File: config.mk
export PLATFORM = sky130hd
export DESIGN_NAME = isotp_receive_reassembly_top
export DESIGN_NICKNAME = d
export VERILOG_FILES = /design/src/rtl/isotp_rx_pkg.sv /design/src/rtl/isotp_rx_front.sv /design/src/rtl/isotp_rx_queue.sv /design/src/rtl/isotp_rx_back.sv /design/src/rtl/isotp_receive_reassembly_top.sv
export SDC_FILE = /design/constraint.sdc
export NUM_CORES = 1
export LEC_CHECK = 0
export BUFFER_PORTS_ARGS = -buffer_cell sky130_fd_sc_hd__buf_2
export CAP_MARGIN = 5
export CORE_ASPECT_RATIO = 0.75
export CORE_MARGIN = 2
export CORE_UTILIZATION = 40
export DETAILED_ROUTE_END_ITERATION = 10
export SLEW_MARGIN = 40
export SYNTH_ARGS = -nofsm -noshare
export SYNTH_HDL_FRONTEND = slang
export SYNTH_HIERARCHICAL = 1
export SYNTH_SLANG_ARGS = --single-unit
File: constraint.sdc
create_clock -name clk -period 12.65 [get_ports clk]
set_input_delay 0.6325 -clock clk [delete_from_list [all_inputs] [get_ports clk]]
set_output_delay 0.6325 -clock clk [all_outputs]
set_load 0.01 [all_outputs]
File: src/rtl/isotp_rx_pkg.sv
// types, codes and constants shared by the iso-tp receive reassembly block
package isotp_rx_pkg;

  localparam logic [1:0] REQ_ARM   = 2'd0;
  localparam logic [1:0] REQ_FRAME = 2'd1;
  localparam logic [1:0] REQ_TICK  = 2'd2;

  localparam logic [3:0] PCI_SF = 4'h0;
  localparam logic [3:0] PCI_FF = 4'h1;
  localparam logic [3:0] PCI_CF = 4'h2;

  localparam logic [1:0] KIND_CHUNK = 2'd0;
  localparam logic [1:0] KIND_FC    = 2'd1;
  localparam logic [1:0] KIND_DONE  = 2'd2;

  localparam logic [2:0] ST_OK        = 3'd0;
  localparam logic [2:0] ST_TIMEOUT   = 3'd1;
  localparam logic [2:0] ST_BAD_SF    = 3'd2;
  localparam logic [2:0] ST_TOO_LONG  = 3'd3;
  localparam logic [2:0] ST_SEQ       = 3'd4;
  localparam logic [2:0] ST_BAD_FF    = 3'd5;

  localparam logic       CFG_RESPONSE_ID = 1'b0;
  localparam logic       CFG_TIMEOUT     = 1'b1;

  localparam logic [63:0] FC_CTS_BYTES   = 64'h30;
  localparam logic [10:0] FC_ID_OFFSET   = 11'd8;
  localparam logic [15:0] ELAPSED_MAX    = 16'hFFFF;
  localparam logic [10:0] RESP_ID_RESET  = 11'd0;
  localparam logic [15:0] TIMEOUT_RESET  = 16'd1000;
  localparam logic [3:0]  SEQ_FIRST      = 4'd1;
  localparam logic [11:0] FF_BYTES       = 12'd6;
  localparam logic [11:0] CF_BYTES       = 12'd7;

  localparam int Q_DEPTH = 2;
  localparam int Q_PTR_W = 1;
  localparam int Q_CNT_W = 2;

  typedef enum logic [1:0] {
    MODE_IDLE,
    MODE_ARMED,
    MODE_RECV
  } mode_t;

  typedef enum logic [1:0] {
    TAIL_NONE,
    TAIL_FIN,
    TAIL_FC
  } tail_t;

  typedef struct packed {
    logic        chunk_valid;
    logic [55:0] payload;
    logic [2:0]  count;
    tail_t       tail;
    logic [2:0]  status;
    logic [11:0] mlen;
    logic [10:0] fc_id;
  } cmd_t;

  typedef struct packed {
    logic [1:0]  kind;
    logic [55:0] payload;
    logic [2:0]  count;
    logic [10:0] fc_id;
    logic [63:0] fc_bytes;
    logic [2:0]  status;
    logic [11:0] mlen;
    logic        last;
  } res_t;

endpackage

File: src/rtl/isotp_rx_front.sv
// front part: configuration registers, frame classification and reassembly state
module isotp_rx_front #(
  parameter int MAX_MESSAGE_BYTES = 4095
) (
  input  logic                 clk,
  input  logic                 rst_n,
  input  logic                 cfg_we,
  input  logic                 cfg_index,
  input  logic [15:0]          cfg_wdata,
  input  logic                 in_valid,
  output logic                 in_stall,
  input  logic [1:0]           in_req_type,
  input  logic [10:0]          in_frame_id,
  input  logic [63:0]          in_frame_bytes,
  input  logic                 q_full,
  output logic                 q_push,
  output isotp_rx_pkg::cmd_t   q_cmd
);

  localparam logic [11:0] MaxLen = 12'(MAX_MESSAGE_BYTES);

  isotp_rx_pkg::mode_t mode_r, mode_nxt;
  logic [15:0] elapsed_r, elapsed_nxt;
  logic [3:0]  next_seq_r, next_seq_nxt;
  logic [11:0] remaining_r, remaining_nxt;
  logic [11:0] total_r, total_nxt;
  logic [10:0] response_id_r;
  logic [15:0] timeout_r;

  logic        accept;
  logic        is_frame;
  logic [3:0]  pci_hi;
  logic [3:0]  pci_lo;
  logic [11:0] ff_len;
  logic [15:0] elapsed_inc;
  logic [11:0] cf_n;
  logic [11:0] rem_after;

  function automatic logic [55:0] chunk_bytes(input logic [63:0] fb, input logic [2:0] n);
    logic [55:0] r;
    r = '0;
    for (int i = 0; i < 7; i++) begin
      if (3'(i) < n) r[i*8 +: 8] = fb[8 + i*8 +: 8];
    end
    return r;
  endfunction

  assign in_stall = q_full;
  assign accept   = in_valid && !q_full;
  assign is_frame = (in_req_type == isotp_rx_pkg::REQ_FRAME) && (mode_r != isotp_rx_pkg::MODE_IDLE)
                    && (in_frame_id == response_id_r);
  assign pci_hi   = in_frame_bytes[7:4];
  assign pci_lo   = in_frame_bytes[3:0];
  assign ff_len   = {pci_lo, in_frame_bytes[15:8]};
  assign elapsed_inc = (elapsed_r == isotp_rx_pkg::ELAPSED_MAX) ? elapsed_r : elapsed_r + 16'd1;
  assign cf_n      = (remaining_r < isotp_rx_pkg::CF_BYTES) ? remaining_r : isotp_rx_pkg::CF_BYTES;
  assign rem_after = remaining_r - cf_n;

  // next state
  always_comb begin
    mode_nxt      = mode_r;
    elapsed_nxt   = elapsed_r;
    next_seq_nxt  = next_seq_r;
    remaining_nxt = remaining_r;
    total_nxt     = total_r;
    if (accept) begin
      case (in_req_type)
        isotp_rx_pkg::REQ_ARM: begin
          mode_nxt      = isotp_rx_pkg::MODE_ARMED;
          elapsed_nxt   = '0;
          next_seq_nxt  = isotp_rx_pkg::SEQ_FIRST;
          remaining_nxt = '0;
          total_nxt     = '0;
        end
        isotp_rx_pkg::REQ_TICK: begin
          if (mode_r != isotp_rx_pkg::MODE_IDLE) begin
            elapsed_nxt = elapsed_inc;
            if (elapsed_inc >= timeout_r) mode_nxt = isotp_rx_pkg::MODE_IDLE;
          end
        end
        isotp_rx_pkg::REQ_FRAME: begin
          if (is_frame && mode_r == isotp_rx_pkg::MODE_ARMED) begin
            if (pci_hi == isotp_rx_pkg::PCI_SF) begin
              mode_nxt = isotp_rx_pkg::MODE_IDLE;
            end else if (pci_hi == isotp_rx_pkg::PCI_FF) begin
              if (ff_len > MaxLen || ff_len <= isotp_rx_pkg::FF_BYTES) begin
                mode_nxt = isotp_rx_pkg::MODE_IDLE;
              end else begin
                mode_nxt      = isotp_rx_pkg::MODE_RECV;
                total_nxt     = ff_len;
                remaining_nxt = ff_len - isotp_rx_pkg::FF_BYTES;
                next_seq_nxt  = isotp_rx_pkg::SEQ_FIRST;
                elapsed_nxt   = '0;
              end
            end
          end else if (is_frame && mode_r == isotp_rx_pkg::MODE_RECV
                       && pci_hi == isotp_rx_pkg::PCI_CF) begin
            if (pci_lo != next_seq_r) begin
              mode_nxt = isotp_rx_pkg::MODE_IDLE;
            end else begin
              remaining_nxt = rem_after;
              next_seq_nxt  = next_seq_r + 4'd1;
              if (rem_after == '0) mode_nxt = isotp_rx_pkg::MODE_IDLE;
            end
          end
        end
        default: begin
        end
      endcase
    end
  end

  // command to the back part
  always_comb begin
    q_push            = 1'b0;
    q_cmd             = '0;
    q_cmd.tail        = isotp_rx_pkg::TAIL_FIN;
    q_cmd.fc_id       = response_id_r - isotp_rx_pkg::FC_ID_OFFSET;
    if (accept) begin
      case (in_req_type)
        isotp_rx_pkg::REQ_TICK: begin
          if (mode_r != isotp_rx_pkg::MODE_IDLE && elapsed_inc >= timeout_r) begin
            q_push       = 1'b1;
            q_cmd.status = isotp_rx_pkg::ST_TIMEOUT;
          end
        end
        isotp_rx_pkg::REQ_FRAME: begin
          if (is_frame && mode_r == isotp_rx_pkg::MODE_ARMED) begin
            if (pci_hi == isotp_rx_pkg::PCI_SF) begin
              q_push = 1'b1;
              if (pci_lo > 4'd7) begin
                q_cmd.status = isotp_rx_pkg::ST_BAD_SF;
              end else begin
                q_cmd.chunk_valid = (pci_lo != 4'd0);
                q_cmd.payload     = chunk_bytes(in_frame_bytes, pci_lo[2:0]);
                q_cmd.count       = pci_lo[2:0];
                q_cmd.mlen        = {8'd0, pci_lo};
              end
            end else if (pci_hi == isotp_rx_pkg::PCI_FF) begin
              q_push = 1'b1;
              if (ff_len > MaxLen) begin
                q_cmd.status = isotp_rx_pkg::ST_TOO_LONG;
              end else if (ff_len <= isotp_rx_pkg::FF_BYTES) begin
                q_cmd.status = isotp_rx_pkg::ST_BAD_FF;
              end else begin
                q_cmd.chunk_valid = 1'b1;
                q_cmd.payload     = {8'd0, in_frame_bytes[63:16]};
                q_cmd.count       = 3'd6;
                q_cmd.tail        = isotp_rx_pkg::TAIL_FC;
              end
            end
          end else if (is_frame && mode_r == isotp_rx_pkg::MODE_RECV
                       && pci_hi == isotp_rx_pkg::PCI_CF) begin
            q_push = 1'b1;
            if (pci_lo != next_seq_r) begin
              q_cmd.status = isotp_rx_pkg::ST_SEQ;
            end else begin
              q_cmd.chunk_valid = 1'b1;
              q_cmd.payload     = chunk_bytes(in_frame_bytes, cf_n[2:0]);
              q_cmd.count       = cf_n[2:0];
              if (rem_after == '0) begin
                q_cmd.mlen = total_r;
              end else begin
                q_cmd.tail = isotp_rx_pkg::TAIL_NONE;
              end
            end
          end
        end
        default: begin
        end
      endcase
    end
  end

  always_ff @(posedge clk) begin
    if (!rst_n) begin
      mode_r        <= isotp_rx_pkg::MODE_IDLE;
      elapsed_r     <= '0;
      next_seq_r    <= isotp_rx_pkg::SEQ_FIRST;
      remaining_r   <= '0;
      total_r       <= '0;
      response_id_r <= isotp_rx_pkg::RESP_ID_RESET;
      timeout_r     <= isotp_rx_pkg::TIMEOUT_RESET;
    end else begin
      mode_r      <= mode_nxt;
      elapsed_r   <= elapsed_nxt;
      next_seq_r  <= next_seq_nxt;
      remaining_r <= remaining_nxt;
      total_r     <= total_nxt;
      if (cfg_we) begin
        case (cfg_index)
          isotp_rx_pkg::CFG_RESPONSE_ID: response_id_r <= cfg_wdata[10:0];
          isotp_rx_pkg::CFG_TIMEOUT:     timeout_r     <= cfg_wdata;
          default: begin
          end
        endcase
      end
    end
  end

endmodule

File: src/rtl/isotp_rx_queue.sv
// short command queue between the front and back parts
module isotp_rx_queue (
  input  logic                 clk,
  input  logic                 rst_n,
  input  logic                 push,
  input  isotp_rx_pkg::cmd_t   push_cmd,
  output logic                 full,
  input  logic                 pop,
  output logic                 empty,
  output isotp_rx_pkg::cmd_t   head_cmd
);

  isotp_rx_pkg::cmd_t store_r [isotp_rx_pkg::Q_DEPTH];
  logic [isotp_rx_pkg::Q_PTR_W-1:0] wr_ptr_r, rd_ptr_r;
  logic [isotp_rx_pkg::Q_CNT_W-1:0] count_r;

  assign full     = (count_r == isotp_rx_pkg::Q_CNT_W'(isotp_rx_pkg::Q_DEPTH));
  assign empty    = (count_r == '0);
  assign head_cmd = store_r[rd_ptr_r];

  always_ff @(posedge clk) begin
    if (push) store_r[wr_ptr_r] <= push_cmd;
  end

  always_ff @(posedge clk) begin
    if (!rst_n) begin
      wr_ptr_r <= '0;
      rd_ptr_r <= '0;
      count_r  <= '0;
    end else begin
      if (push) wr_ptr_r <= wr_ptr_r + 1'b1;
      if (pop)  rd_ptr_r <= rd_ptr_r + 1'b1;
      case ({push, pop})
        2'b10:   count_r <= count_r + 1'b1;
        2'b01:   count_r <= count_r - 1'b1;
        default: count_r <= count_r;
      endcase
    end
  end

endmodule

File: src/rtl/isotp_rx_back.sv
// back part: expands queued commands into result words through an output register
module isotp_rx_back (
  input  logic                 clk,
  input  logic                 rst_n,
  input  logic                 q_empty,
  input  isotp_rx_pkg::cmd_t   q_head,
  output logic                 q_pop,
  output logic                 out_valid,
  input  logic                 out_stall,
  output isotp_rx_pkg::res_t   out_res
);

  logic               out_valid_r, out_valid_nxt;
  isotp_rx_pkg::res_t res_r, res_nxt;
  logic               pend_r, pend_nxt;
  isotp_rx_pkg::cmd_t held_r, held_nxt;
  logic               load;

  function automatic isotp_rx_pkg::res_t tail_res(input isotp_rx_pkg::cmd_t c);
    isotp_rx_pkg::res_t r;
    r      = '0;
    r.last = 1'b1;
    if (c.tail == isotp_rx_pkg::TAIL_FC) begin
      r.kind     = isotp_rx_pkg::KIND_FC;
      r.fc_id    = c.fc_id;
      r.fc_bytes = isotp_rx_pkg::FC_CTS_BYTES;
    end else begin
      r.kind   = isotp_rx_pkg::KIND_DONE;
      r.status = c.status;
      r.mlen   = c.mlen;
    end
    return r;
  endfunction

  function automatic isotp_rx_pkg::res_t chunk_res(input isotp_rx_pkg::cmd_t c);
    isotp_rx_pkg::res_t r;
    r         = '0;
    r.kind    = isotp_rx_pkg::KIND_CHUNK;
    r.payload = c.payload;
    r.count   = c.count;
    r.last    = (c.tail == isotp_rx_pkg::TAIL_NONE);
    return r;
  endfunction

  assign load      = !out_valid_r || !out_stall;
  assign out_valid = out_valid_r;
  assign out_res   = res_r;

  always_comb begin
    out_valid_nxt = out_valid_r;
    res_nxt       = res_r;
    pend_nxt      = pend_r;
    held_nxt      = held_r;
    q_pop         = 1'b0;
    if (load) begin
      if (pend_r) begin
        res_nxt       = tail_res(held_r);
        out_valid_nxt = 1'b1;
        pend_nxt      = 1'b0;
      end else if (!q_empty) begin
        q_pop         = 1'b1;
        out_valid_nxt = 1'b1;
        held_nxt      = q_head;
        if (q_head.chunk_valid) begin
          res_nxt  = chunk_res(q_head);
          pend_nxt = (q_head.tail != isotp_rx_pkg::TAIL_NONE);
        end else begin
          res_nxt = tail_res(q_head);
        end
      end else begin
        out_valid_nxt = 1'b0;
      end
    end
  end

  always_ff @(posedge clk) begin
    res_r  <= res_nxt;
    held_r <= held_nxt;
  end

  always_ff @(posedge clk) begin
    if (!rst_n) begin
      out_valid_r <= 1'b0;
      pend_r      <= 1'b0;
    end else begin
      out_valid_r <= out_valid_nxt;
      pend_r      <= pend_nxt;
    end
  end

endmodule

File: src/rtl/isotp_receive_reassembly_top.sv
// top level of the iso-tp receive reassembly block
// the first result word of a taken input word passes the command queue, then the output register
// the second result word of a frame is loaded from the held command once the first is taken
// throughput: one input word a cycle while in_stall is low; no pop between a word's two results
// the back part's single output register sets the rate of one result word a cycle unless stalled
// reset: synchronous, active low; clears mode, counters, queue and output, loads register defaults
module isotp_receive_reassembly_top #(
  parameter int MAX_MESSAGE_BYTES = 4095
) (
  input  logic        clk,
  input  logic        rst_n,
  input  logic        cfg_we,
  input  logic        cfg_index,
  input  logic [15:0] cfg_wdata,
  input  logic        in_valid,
  output logic        in_stall,
  input  logic [1:0]  in_req_type,
  input  logic [10:0] in_frame_id,
  input  logic [63:0] in_frame_bytes,
  output logic        out_valid,
  input  logic        out_stall,
  output logic [1:0]  out_result_kind,
  output logic [55:0] out_payload,
  output logic [2:0]  out_payload_count,
  output logic [10:0] out_fc_can_id,
  output logic [63:0] out_fc_bytes,
  output logic [2:0]  out_status,
  output logic [11:0] out_message_len,
  output logic        out_last
);

  logic               q_full, q_push, q_pop, q_empty;
  isotp_rx_pkg::cmd_t q_cmd, q_head;
  isotp_rx_pkg::res_t res;

  isotp_rx_front #(
    .MAX_MESSAGE_BYTES(MAX_MESSAGE_BYTES)
  ) u_front (
    .clk            (clk),
    .rst_n          (rst_n),
    .cfg_we         (cfg_we),
    .cfg_index      (cfg_index),
    .cfg_wdata      (cfg_wdata),
    .in_valid       (in_valid),
    .in_stall       (in_stall),
    .in_req_type    (in_req_type),
    .in_frame_id    (in_frame_id),
    .in_frame_bytes (in_frame_bytes),
    .q_full         (q_full),
    .q_push         (q_push),
    .q_cmd          (q_cmd)
  );

  isotp_rx_queue u_queue (
    .clk      (clk),
    .rst_n    (rst_n),
    .push     (q_push),
    .push_cmd (q_cmd),
    .full     (q_full),
    .pop      (q_pop),
    .empty    (q_empty),
    .head_cmd (q_head)
  );

  isotp_rx_back u_back (
    .clk       (clk),
    .rst_n     (rst_n),
    .q_empty   (q_empty),
    .q_head    (q_head),
    .q_pop     (q_pop),
    .out_valid (out_valid),
    .out_stall (out_stall),
    .out_res   (res)
  );

  assign out_result_kind   = res.kind;
  assign out_payload       = res.payload;
  assign out_payload_count = res.count;
  assign out_fc_can_id     = res.fc_id;
  assign out_fc_bytes      = res.fc_bytes;
  assign out_status        = res.status;
  assign out_message_len   = res.mlen;
  assign out_last          = res.last;

endmodule

==> key figures, run 1 <==
Critical path
  – Startpoint types: flop
  – Worst path bufs/invs: 1
  – Worst-path cell chain: nand4_1 > or4_1 > and2_1 > nand4_1 > xnor2_1 > ha_1 > nand4_1 > a211oi_1 > a2111oi_0 > o21ai_0 > nand3b_1 > a21oi_1 > and2_4 > buf_4
  – Worst Path Arrival: just over 5000 ps
  – Crit-path leading delay family: simple AND/OR/NAND/NOR gates
  – Cell mode on critical path: nand4_1
  – Critical Path Max Stage Delay: ~760 ps
  – Number of cells on the critical path: 14
  – Slowest CP cell: or4_1
  – Critical path data required time: 12820 ps
  – Worst setup EP type: flop
  – Reg2Reg Depth: 14
  – Critical Path Fanout Max: slightly below 50
  – CP Class: reg -> reg

Placed design
  – RD Place Congestion: 0.868
  – Post-DP Area: around 18000 um^2
  – IO buf count: 190
  – Detail Placement HPWL: 27200 um

Layout
  – Nets: between 1.5k and 2k
  – Design Area, Final: about 20000 um^2
  – Area grow syn2layout: 14.2%
  – Layout cells sized above 1: 0.249
  – Fillers: slightly below 4k
  – Layout Utilization: 0.463

Yosys
  – Yosys top cell by area: edfxtp_1
  – Post-Syn Area: 17100 um^2
  – Seq/Total Area, Yosys: 0.608
  – Synth area leaders: edfxtp_1 51%, dfxtp_1 9.4%, mux2_2 5.8%
  – Netlist cell types: 89
  – Mapped Cells: between 1k and 1.5k
  – Main synth FF type: edfxtp_1
  – Synth top area share: 0.514
  – Avg Inst Size Synth: about 13 um^2
  – Post-synth top cells: 292 x edfxtp_1, 112 x nand2_1, 88 x mux2_2
  – Synth Warn #: 6
  – Post-synthesis async set-or-reset flop share: 0
  – FF+latch count, synth: approximately 370
  – Post-synth EDFFs: roughly 300
  – Most common cell in the netlist: edfxtp_1

Global route
  – Vias in the first global route: between 10k and 15k
  – Largest net degree at the start of global routing: 78
  – Initial antenna violation count: 6
  – Gr usage total: 0.175
  – GRT Residual Overflow: 0
  – First-pass GRT wire length: ~60000 um

Power and ir drop
  – Internal power: 2.23 mW
  – Sw Pwr: approximately 0.77 mW
  – Peak supply drop: around 0.11 mV
  – Part of the power in the clock network: 0.363
  – Register share of total power: 0.486
  – Power per cell area: 154 nW/um^2
  – Switching share of power: 0.256
  – Static Leak: 7.23 nW
  – Combinational Power Share: 0.151

Clocking
  – Post-CTS Hold Buffers: 0
  – CTS Buffer Depth: 3
  – Post-CTS resize count: 0
  – Root buf cell: clkbuf_16
  – Worst-Skew Late Latency: around 540 ps
  – Clk pin slew, worst setup/hold paths: around 60 ps
  – CTS tree: done
  – CTS Sinks: approximately 370
  – CTS Buf Count: 39
  – H-tree levels: 2
  – Post-CTS Setup Bufs: 0

Min path
  – Hold WC Path Type: in -> reg
  – Hold Path Depth: 3

Floorplan
  – Core area: roughly 42000 um^2
  – Die area: approximately 44000 um^2
  – Initial core utilization: 0.406
  – Die X: roughly 240 um
  – IO Pins: 253
  – Die Height: 183 um
  – Std-Cell Rows: 65

Route
  – # DRC: 0
  – Initial drt markers: roughly 940
  – First drt pass iteration count: 5
  – Vias per cell: between 5 and 6
  – DRT Wirelength: slightly below 40000 um
  – Final ANT Viol Nets: 0
  – Vias: ~11k
  – Routed WL per cell: 18.7 um

Timing
  – Final min period: 5010 ps
  – RSZ-0062 raised after global routing: no
  – Fin. max-slew vios: 0
  – Finish-stage setup viols: 0
  – Worst-Margin Slew: around 830 ps
  – Fin Setup TNS: 0 ps
  – Endpoints failing hold: 0
  – Slew headroom: 0.444
  – Period utilisation layout: 0.396
  – Clk_skew: around 23 ps
  – Fmax: roughly 200 MHz

Status
  – Status: completed

Flow run
  – Max cap viols: 0
==> worst paths after layout <==
check,startpoint,end,slack (ps)
setup / recovery,u_front/elapsed_r[7]$_SDFFE_PN0P_,u_queue/store_r[1][48]$_DFFE_PP_,7640
setup reg to reg,u_front/elapsed_r[7]$_SDFFE_PN0P_,u_queue/store_r[1][48]$_DFFE_PP_,7640
hold / removal,cfg_wdata[11],u_front/timeout_r[11]$_SDFFE_PN0P_,340
hold reg to reg,u_front/total_r[5]$_SDFFE_PN0P_,u_front/total_r[5]$_SDFFE_PN0P_,450
==> registers in the layout (all words and copies together) (netlist names), 2 cells and up, named ones only <==
signal,flops
u_queue/store_r,176
u_back/out_res,88
u_back/held_r,28
u_front/elapsed_r,16
u_front/timeout_r,16
u_front/remaining_r,12
u_front/total_r,12
u_front/response_id_r,11
u_front/next_seq_r,4
u_front/mode_r,2
u_queue/count_r,2
==> layout make-up <==
class,instances,area [um^2],area share
diodes,1,2.50,0.000128
clock buffers,50,1040,0.0533
clock inverters,18,170,0.00874
inverters,35,131,0.00675
multi-input cells,874,5980,0.307
flip-flops and latches,372,10400,0.533
well taps,569,712,0.0366
repair buffers,204,1070,0.0551
==> per-stage QoR <==
step	cells	hold slack, ps	worst slack [ps]	power, mW
after floorplan	1418	427	4850	1.82
after global placement	2053	438	7690	1.93
after detailed placement	2053	443	7660	1.94
after CTS	2121	328	7620	3.02
after global routing	2123	332	7250	3.12
final	2123	343	7640	3.00
==> cell families after synthesis <==
kind of cell	synth area share
and+or+nand+nor	0.122
DFF	0.608
AOI/OAI and AO/OA	0.106
buffers and inverters	0.0579
muxes	0.0612
xor gates and xnor gates	0.0257
adders and majority gates	0.0191
other	0.000220
==> worst reg2reg max path, cell delays in order, from the launching register on <==
cell and delay (ps):
dfxtp_1 450, nand4_1 240, or4_1 760, and2_1 300
nand4_1 150, xnor2_1 80, ha_1 300, nand4_1 120
a211oi_1 200, a2111oi_0 170, o21ai_0 210, nand3b_1 130
a21oi_1 260, and2_4 570, buf_4 660
==> power by group through the flow <==
stage / sequential, mW / clock [mW] / combinational [mW]
finish: 1.46 / 1.09 / 0.453
floorplan: 1.52 / 0 / 0.294
global placement: 1.48 / 0 / 0.450
global route: 1.46 / 1.16 / 0.492
CTS: 1.46 / 1.11 / 0.455
detailed placement: 1.48 / 0 / 0.452
==> routing by layer <==
| metal | vias to the layer above | global-route usage | wire (um) |
|---|---|---|---|
| met5 | - | 0 | 59 |
| met4 | 10 | 0.0486 | 906 |
| met3 | 65 | 0.0342 | 2530 |
| met2 | 367 | 0.272 | 18100 |
| met1 | 5376 | 0.249 | 18100 |
| li1 | 5221 | - | - |
==> cells in the final DEF (no fill, tap or decap), types with 4 or more instances in the layout <==
cell type  count
nor4_1         6
conb_1        62
and3_1         6
buf_4         12
nor3_1        18
clkbuf_1       8
o21ai_0       21
and2_1        85
or3_1         13
a22oi_1       16
dfxtp_1       79
o211ai_1      13
o22ai_1        6
inv_1         34
nand4_1       14
edfxtp_1     292
clkbuf_16     39
xor2_1        18
ha_1          26
nand2b_1      16
clkinv_2       7
a21oi_1       72
nand2_1      112
nor2b_1        4
nand3_1       35
buf_2        190
xnor2_1       32
a21o_1         5
mux2_2        88
nor2_1        54
a22o_1        62
Power figures use the tool's default switching activity.
==> inputs of run 2 (changes only) <==
==> constraint.sdc (replaced) <==
create_clock -name clk -period 4.9 [get_ports clk]
set_input_delay 0.245 -clock clk [delete_from_list [all_inputs] [get_ports clk]]
set_output_delay 0.245 -clock clk [all_outputs]
set_load 0.01 [all_outputs]
==> run 2 against run 1 <==
- total power rose to 2.6 times the previous value
- via count up 1.0%
- design area up 1.6%
- highest routed layer unchanged
- clock power rose to 2.7 times the previous value
- maximum frequency up 13%
- critical path depth unchanged
- combinational power rose to 2.6 times the previous value
- sequential share of layout area down 0.86 points
- global-route usage up 0.18 points
- die area unchanged
- sequential cell count unchanged
- hold slack worse by 300 ps
==> key figures, run 2 (synthesis results as in run 1) <==
Route
  – # DRC: 0 (unchanged)
  – Routed WL per cell: 18.7 um (-0.14%)
  – Initial drt markers: 871 (-6.9%)
  – First drt pass iteration count: 5 (unchanged)
  – Vias: 11.2k (+1.0%)
  – Vias per cell: 5.18 (-0.31%)
  – Final ANT Viol Nets: 0 (unchanged)
  – DRT Wirelength: 40100 um (+1.2%)

Floorplan
  – Die X: 242 um (unchanged)
  – Std-Cell Rows: 65 (unchanged)
  – IO Pins: 253 (unchanged)
  – Core area: 42000 um^2 (unchanged)
  – Die area: 44300 um^2 (unchanged)
  – Initial core utilization: 0.406 (unchanged)
  – Die Height: 183 um (unchanged)

Critical path
  – Worst reg-to-reg setup slack: 460 ps (-7180 ps)
  – Critical Path Fanout Max: 33 (-33%)
  – Setup crit start: u_front/elapsed_r[4]$_SDFFE_PN0P_
  – CP endpoint: u_queue/store_r[1][43]$_DFFE_PP_
  – FF-to-FF Start: u_front/elapsed_r[4]$_SDFFE_PN0P_
  – Reg2Reg Depth: 14 (unchanged)
  – Critical path data required time: 5140 ps (-7680 ps)
  – CP Class: reg -> reg
  – Worst Path Arrival: 4680 ps (-500 ps)
  – Worst setup EP type: flop
  – R2R Path End: u_queue/store_r[1][43]$_DFFE_PP_
  – Startpoint types: flop

Layout
  – Layout Utilization: 0.471 (+0.00762)
  – Most frequent cells in the layout: 292 x edfxtp_1, 190 x buf_2, 112 x nand2_1
  – Area grow syn2layout: 16.1%
  – Layout cells sized above 1: 0.249 (+0.000816)
  – Flip-flop count of the largest register after layout: 176 (unchanged)
  – Top reg by flops: u_queue/store_r
  – Most common cell after layout, fill and taps aside: edfxtp_1
  – Nets: 1675 (+1.5%)

Timing
  – Final min period: 4440 ps (-569 ps)
  – Fin Setup TNS: 0 ps (unchanged)
  – RSZ-0062 raised after global routing: no
  – Finish-stage setup viols: 0 (unchanged)
  – Worst-Margin Slew: 829 ps (+2.06 ps)
  – Fmax: 225 MHz (+13%)
  – Fin. max-slew vios: 0 (unchanged)
  – Endpoints failing hold: 0 (unchanged)
  – Slew headroom: 0.448 (+0.00322)
  – Clk_skew: 16.7 ps (-6.23 ps)
  – Period utilisation layout: 0.906 (+0.510)

Power and ir drop
  – Combinational Power Share: 0.148 (-0.003)
  – Part of the power in the clock network: 0.370 (+0.007)
  – Sw Pwr: 2.00 mW (+160%)
  – Static Leak: 7.36 nW (+1.9%)
  – Peak supply drop: 0.221 mV (+110%)
  – Power per cell area: 395 nW/um^2 (+160%)
  – Internal power: 5.82 mW (+160%)
  – Switching share of power: 0.255 (-0.000700)
  – Register share of total power: 0.482 (-0.004)

Clocking
  – Root buf cell: clkbuf_16
  – CTS tree: done
  – CTS Sinks: 372 (unchanged)
  – Clk pin slew, worst setup/hold paths: 60 ps (about the same)
  – CTS Buf Count: 39 (unchanged)
  – Worst-Skew Late Latency: 540 ps (about the same)
  – H-tree levels: 2 (unchanged)
  – CTS Buffer Depth: 3 (unchanged)

Placed design
  – Detail Placement HPWL: 27800 um (+2.2%)
  – RD Place Congestion: 0.820 (-5.5%)
  – IO buf count: 190 (unchanged)

Status
  – Status: completed

Global route
  – First-pass GRT wire length: 61400 um (+1.3%)
  – Largest net degree at the start of global routing: 72 (-7.7%)
  – GRT Residual Overflow: 0 (unchanged)
  – Vias in the first global route: 10.8k (+3.7%)
  – Gr usage total: 0.176 (+0.00176)
  – Initial antenna violation count: 3 (-3)

Min path
  – Hold WC Path Type: in -> reg

Flow run
  – Max cap viols: 0 (unchanged)
-- run 2: final cells by class --
cell class / count / area (um^2)
Tap cell: 569 / 712
Inverter: 35 / 131
Antenna cell: 2 / 5.00
Timing Repair Buffer: 228 / 1340
Clock inverter: 26 / 253
Fill cell: 3800 / 22200
Multi-Input combinational cell: 874 / 5990
Clock buffer: 45 / 998
Sequential cell: 372 / 10400
-- run 2: power by group through the flow --
stage | Clock, mW | Sequential [mW] | Combinational (mW)
6_report | 2.90 | 3.77 | 1.16
5_1_grt | 3.09 | 3.80 | 1.25
4_1_cts | 2.96 | 3.77 | 1.16
3_3_place_gp | 0 | 3.83 | 1.15
2_1_floorplan | 0 | 3.89 | 0.762
3_5_place_dp | 0 | 3.84 | 1.15
-- run 2: worst max-delay path: stages (launching register included) --
cell and delay [ps]:
dfxtp_1 450, nand4_1 220, or4_1 680, and2_1 260, nand4_1 150, xnor2_1 80, ha_1 300, nand4_1 120
a211oi_1 210, a2111oi_1 140, o21ai_0 200, nand3b_1 150, a21oi_1 280, and2_4 540, buf_4 330
-- run 2: per-stage QoR --
stage | instance area (um^2) | hold WS [ps] | setup slack (ps) | instances | total power, mW
2_1_floorplan | 17300 | 363 | 202 | 1418 | 4.65
3_5_place_dp | 18300 | 443 | 101 | 2061 | 4.99
4_1_cts | 19700 | 22.9 | 58.9 | 2148 | 7.90
3_3_place_gp | 18300 | 436 | 240 | 2061 | 4.98
5_1_grt | 19800 | 40.5 | 130 | 2151 | 8.14
6_report | 19800 | 46.9 | 462 | 2151 | 7.82
-- run 2: worst min-delay path by stage --
stage	startpoint	endpoint	slack, ps	cells after the start
floorplan	rst_n	u_queue/wr_ptr_r$_SDFFE_PN0P_	360	1
global placement	u_front/total_r[3]$_SDFFE_PN0P_	u_front/total_r[3]$_SDFFE_PN0P_	440	2
detailed placement	u_front/total_r[8]$_SDFFE_PN0P_	u_front/total_r[8]$_SDFFE_PN0P_	440	2
CTS	in_frame_bytes[19]	u_queue/store_r[0][42]$_DFFE_PP_	20	2
global route	in_frame_bytes[19]	u_queue/store_r[0][42]$_DFFE_PP_	40	2
finish	in_frame_bytes[19]	u_queue/store_r[1][42]$_DFFE_PP_	50	2
-- run 2: per-layer routing --
metal	share of wire	vias up	track usage
met3	0.064	71	0.0338
met1	0.46	5468	0.250
met2	0.45	343	0.275
met5	0.00032	-	0
li1	-	5266	-
met4	0.025	2	0.0531
-- run 2: repair_timing --
action	CTS	global route
endpoints found under the setup margin	0	1
setup buffers	0	0
hold buffers	16	0
endpoints found under the hold margin	27	0
resized for setup	0	1
==> inputs of run 3 (changes only) <==
--- a/config.mk
+++ b/config.mk
@@ -6,7 +6,7 @@
 export NUM_CORES = 1
 export LEC_CHECK = 0
 export BUFFER_PORTS_ARGS = -buffer_cell sky130_fd_sc_hd__buf_2
-export CAP_MARGIN = 5
+export CAP_MARGIN = 30
 export CORE_ASPECT_RATIO = 0.75
 export CORE_MARGIN = 2
 export CORE_UTILIZATION = 40
==> constraint.sdc (replaced) <==
create_clock -name clk -period 5.5 [get_ports clk]
set_input_delay 0.275 -clock clk [delete_from_list [all_inputs] [get_ports clk]]
set_output_delay 0.275 -clock clk [all_outputs]
set_load 0.01 [all_outputs]
==> run 3 against run 2 <==
- combinational power down 12%
- worst setup slack better by 320 ps
- hold slack better by 19 ps
- critical endpoint is now u_queue/count_r[1]$_SDFFE_PN0P_
==> key figures, run 3 (synthesis results as in run 1) <==
Power and ir drop
  – Combinational Power Share: 0.148 (about the same)
  – Register share of total power: 0.491 (+0.009)
  – Sw Pwr: 1.78 mW (-11%)
  – Peak supply drop: 0.188 mV (-15%)
  – Internal power: 5.09 mW (-13%)
  – Switching share of power: 0.259 (+0.00323)
  – Part of the power in the clock network: 0.361 (-0.009)
  – Static Leak: 7.31 nW (-0.69%)
  – Pwr Total: 6.86 mW (-12%)
  – Power per cell area: 349 nW/um^2 (-12%)

Layout
  – Layout cells sized above 1: 0.247 (-0.00286)
  – Flip-flop count of the largest register after layout: 176 (unchanged)
  – Area grow syn2layout: 15.3%
  – Layout Utilization: 0.468 (-0.00298)
  – Most common cell after layout, fill and taps aside: edfxtp_1
  – Nets: 1669 (-0.36%)
  – Top reg by flops: u_queue/store_r
  – Most frequent cells in the layout: 292 x edfxtp_1, 190 x buf_2, 112 x nand2_1

Status
  – Status: completed

Critical path
  – Worst Path Arrival: 5190 ps (+510 ps)
  – Number of cells on the critical path: 17 (+3)
  – Reg2Reg Depth: 17 (+3)
  – FF-to-FF Start: u_front/elapsed_r[7]$_SDFFE_PN0P_
  – Critical Path Fanout Max: 9 (-73%)
  – Worst-path cell chain: nand4_1 > or4_1 > and2_1 > nand4_1 > xnor2_1 > ha_1 > a21o_1 > a21oi_1 > nor2b_1 > a2111oi_0 > o21ai_0 > nand3b_1 > a21oi_1 > inv_1 > ha_1 > or3_1 > a21boi_1
  – Crit-path leading delay family: simple AND/OR/NAND/NOR gates
  – Worst setup EP type: flop
  – Worst path bufs/invs: 1 (unchanged)
  – Slowest CP cell: or4_1
  – Startpoint types: flop
  – Critical Path Max Stage Delay: 770 ps (+90 ps)
  – Setup crit start: u_front/elapsed_r[7]$_SDFFE_PN0P_
  – R2R Path End: u_queue/count_r[1]$_SDFFE_PN0P_
  – Critical path data required time: 5970 ps (+830 ps)
  – Worst reg-to-reg setup slack: 780 ps (+320 ps)
  – CP endpoint: u_queue/count_r[1]$_SDFFE_PN0P_
  – CP Class: reg -> reg

Placed design
  – Detail Placement HPWL: 27600 um (-0.82%)
  – IO buf count: 190 (unchanged)
  – RD Place Congestion: 0.818 (-0.33%)

Route
  – # DRC: 0 (unchanged)
  – Met3 WL: 2490 um (-2.3%)
  – Metal1 wirelength: 18500 um (about the same)
  – Vias: 11.0k (-1.2%)
  – Initial drt markers: 893 (+2.5%)
  – Met2 wire length: 17800 um (-1.7%)
  – First drt pass iteration count: 5 (unchanged)
  – Final ANT Viol Nets: 0 (unchanged)
  – Vias per cell: 5.14 (-0.92%)
  – DRT Wirelength: 39500 um (-1.5%)
  – Routed WL per cell: 18.4 um (-1.2%)
  – Top sig layer: met5

Clocking
  – Post-CTS Setup Bufs: 0 (unchanged)
  – Post-CTS resize count: 0 (unchanged)
  – Worst-Skew Late Latency: 540 ps (about the same)
  – CTS Sinks: 372 (unchanged)
  – CTS Buf Count: 39 (unchanged)
  – CTS Buffer Depth: 3 (unchanged)
  – H-tree levels: 2 (unchanged)
  – Clk pin slew, worst setup/hold paths: 60 ps (about the same)
  – Root buf cell: clkbuf_16
  – CTS tree: done

Global route
  – Largest net degree at the start of global routing: 62 (-14%)
  – Gr usage total: 0.174 (-0.00244)
  – Initial antenna violation count: 3 (unchanged)
  – First-pass GRT wire length: 60300 um (-1.6%)
  – GRT Residual Overflow: 0 (unchanged)
  – Vias in the first global route: 10.4k (-4.2%)

Flow run
  – Max cap viols: 0 (unchanged)

Min path
  – Hold Path Depth: 2 (unchanged)
  – Hold WC Path Type: in -> reg

Floorplan
  – Std-Cell Rows: 65 (unchanged)
  – Die Height: 183 um (unchanged)
  – Core area: 42000 um^2 (unchanged)
  – IO Pins: 253 (unchanged)
  – Die X: 242 um (unchanged)
  – Initial core utilization: 0.406 (unchanged)
  – Die area: 44300 um^2 (unchanged)

Timing
  – Fmax: 212 MHz (-5.9%)
  – Final min period: 4720 ps (+280 ps)
  – Fin. max-slew vios: 0 (unchanged)
  – Endpoints failing hold: 0 (unchanged)
  – Fin Setup TNS: 0 ps (unchanged)
  – Period utilisation layout: 0.858 (-0.0480)
  – Clk_skew: 20.2 ps (+3.42 ps)
  – Finish-stage setup viols: 0 (unchanged)
  – Worst-Margin Slew: 856 ps (+27.3 ps)
  – Slew headroom: 0.427 (-0.0203)
  – RSZ-0062 raised after global routing: no
[run 3: cell types whose count changed in the layout (fill, tap and decap cells not counted), sizes merged]
| cell | before | now |
|---|---|---|
| diode | 2 | 1 |
| clkbuf | 45 | 51 |
| clkinv | 18 | 14 |
| buf | 212 | 206 |
| inv | 35 | 38 |
| clkinvlp | 4 | 2 |
| bufinv | 4 | 1 |
[run 3: layer usage]
metal / global-route usage / vias to the layer above
li1: - / 5259
met1: 0.252 / 5357
met2: 0.268 / 332
met3: 0.0342 / 60
met4: 0.0427 / 4
met5: 0 / -
[run 3: power by group through the flow]
| stage | clock [mW] | sequential, mW | combinational, mW |
|---|---|---|---|
| 5_1_grt | 2.66 | 3.39 | 1.11 |
| 4_1_cts | 2.54 | 3.37 | 1.03 |
| 3_3_place_gp | 0 | 3.42 | 1.01 |
| 6_report | 2.48 | 3.37 | 1.02 |
| 3_5_place_dp | 0 | 3.43 | 1.02 |
| 2_1_floorplan | 0 | 3.48 | 0.678 |
[run 3: how the worst min path moves through the flow]
stage / from / endpoint / slack (ps)
3_5_place_dp: u_front/total_r[4]$_SDFFE_PN0P_ / u_front/total_r[4]$_SDFFE_PN0P_ / 440
5_1_grt: in_frame_bytes[61] / u_queue/store_r[0][84]$_DFFE_PP_ / 60
2_1_floorplan: rst_n / u_queue/wr_ptr_r$_SDFFE_PN0P_ / 390
6_report: in_frame_bytes[61] / u_queue/store_r[0][84]$_DFFE_PP_ / 70
4_1_cts: in_frame_bytes[61] / u_queue/store_r[0][84]$_DFFE_PP_ / 40
3_3_place_gp: u_front/total_r[4]$_SDFFE_PN0P_ / u_front/total_r[4]$_SDFFE_PN0P_ / 430
[run 3: repair_timing]
| item | 4_1_cts | 5_1_grt |
|---|---|---|
| endpoints found under the setup margin | 0 | 0 |
| hold endpoints to repair | 27 | 0 |
| hold buffers | 16 | 0 |
[run 3: through the flow]
stage	std cells	worst slack, ps	cell area [um^2]	hold slack [ps]
5_1_grt	2144	414	19700	57.0
3_5_place_dp	2056	854	18300	439
2_1_floorplan	1418	84.4	17300	393
3_3_place_gp	2056	866	18300	434
6_report	2144	782	19700	66.3
4_1_cts	2143	800	19700	38.9
[run 3: area by class of cell]
type                    instances  area [um^2]
flip-flops and latches        372        10400
clock buffers                  51         1040
fillers                      3849        22400
clock inverters                20          151
well taps                     569          712
repair buffers                222         1270
diodes                          1         2.50
multi-input cells             874         5990
inverters                      35          131
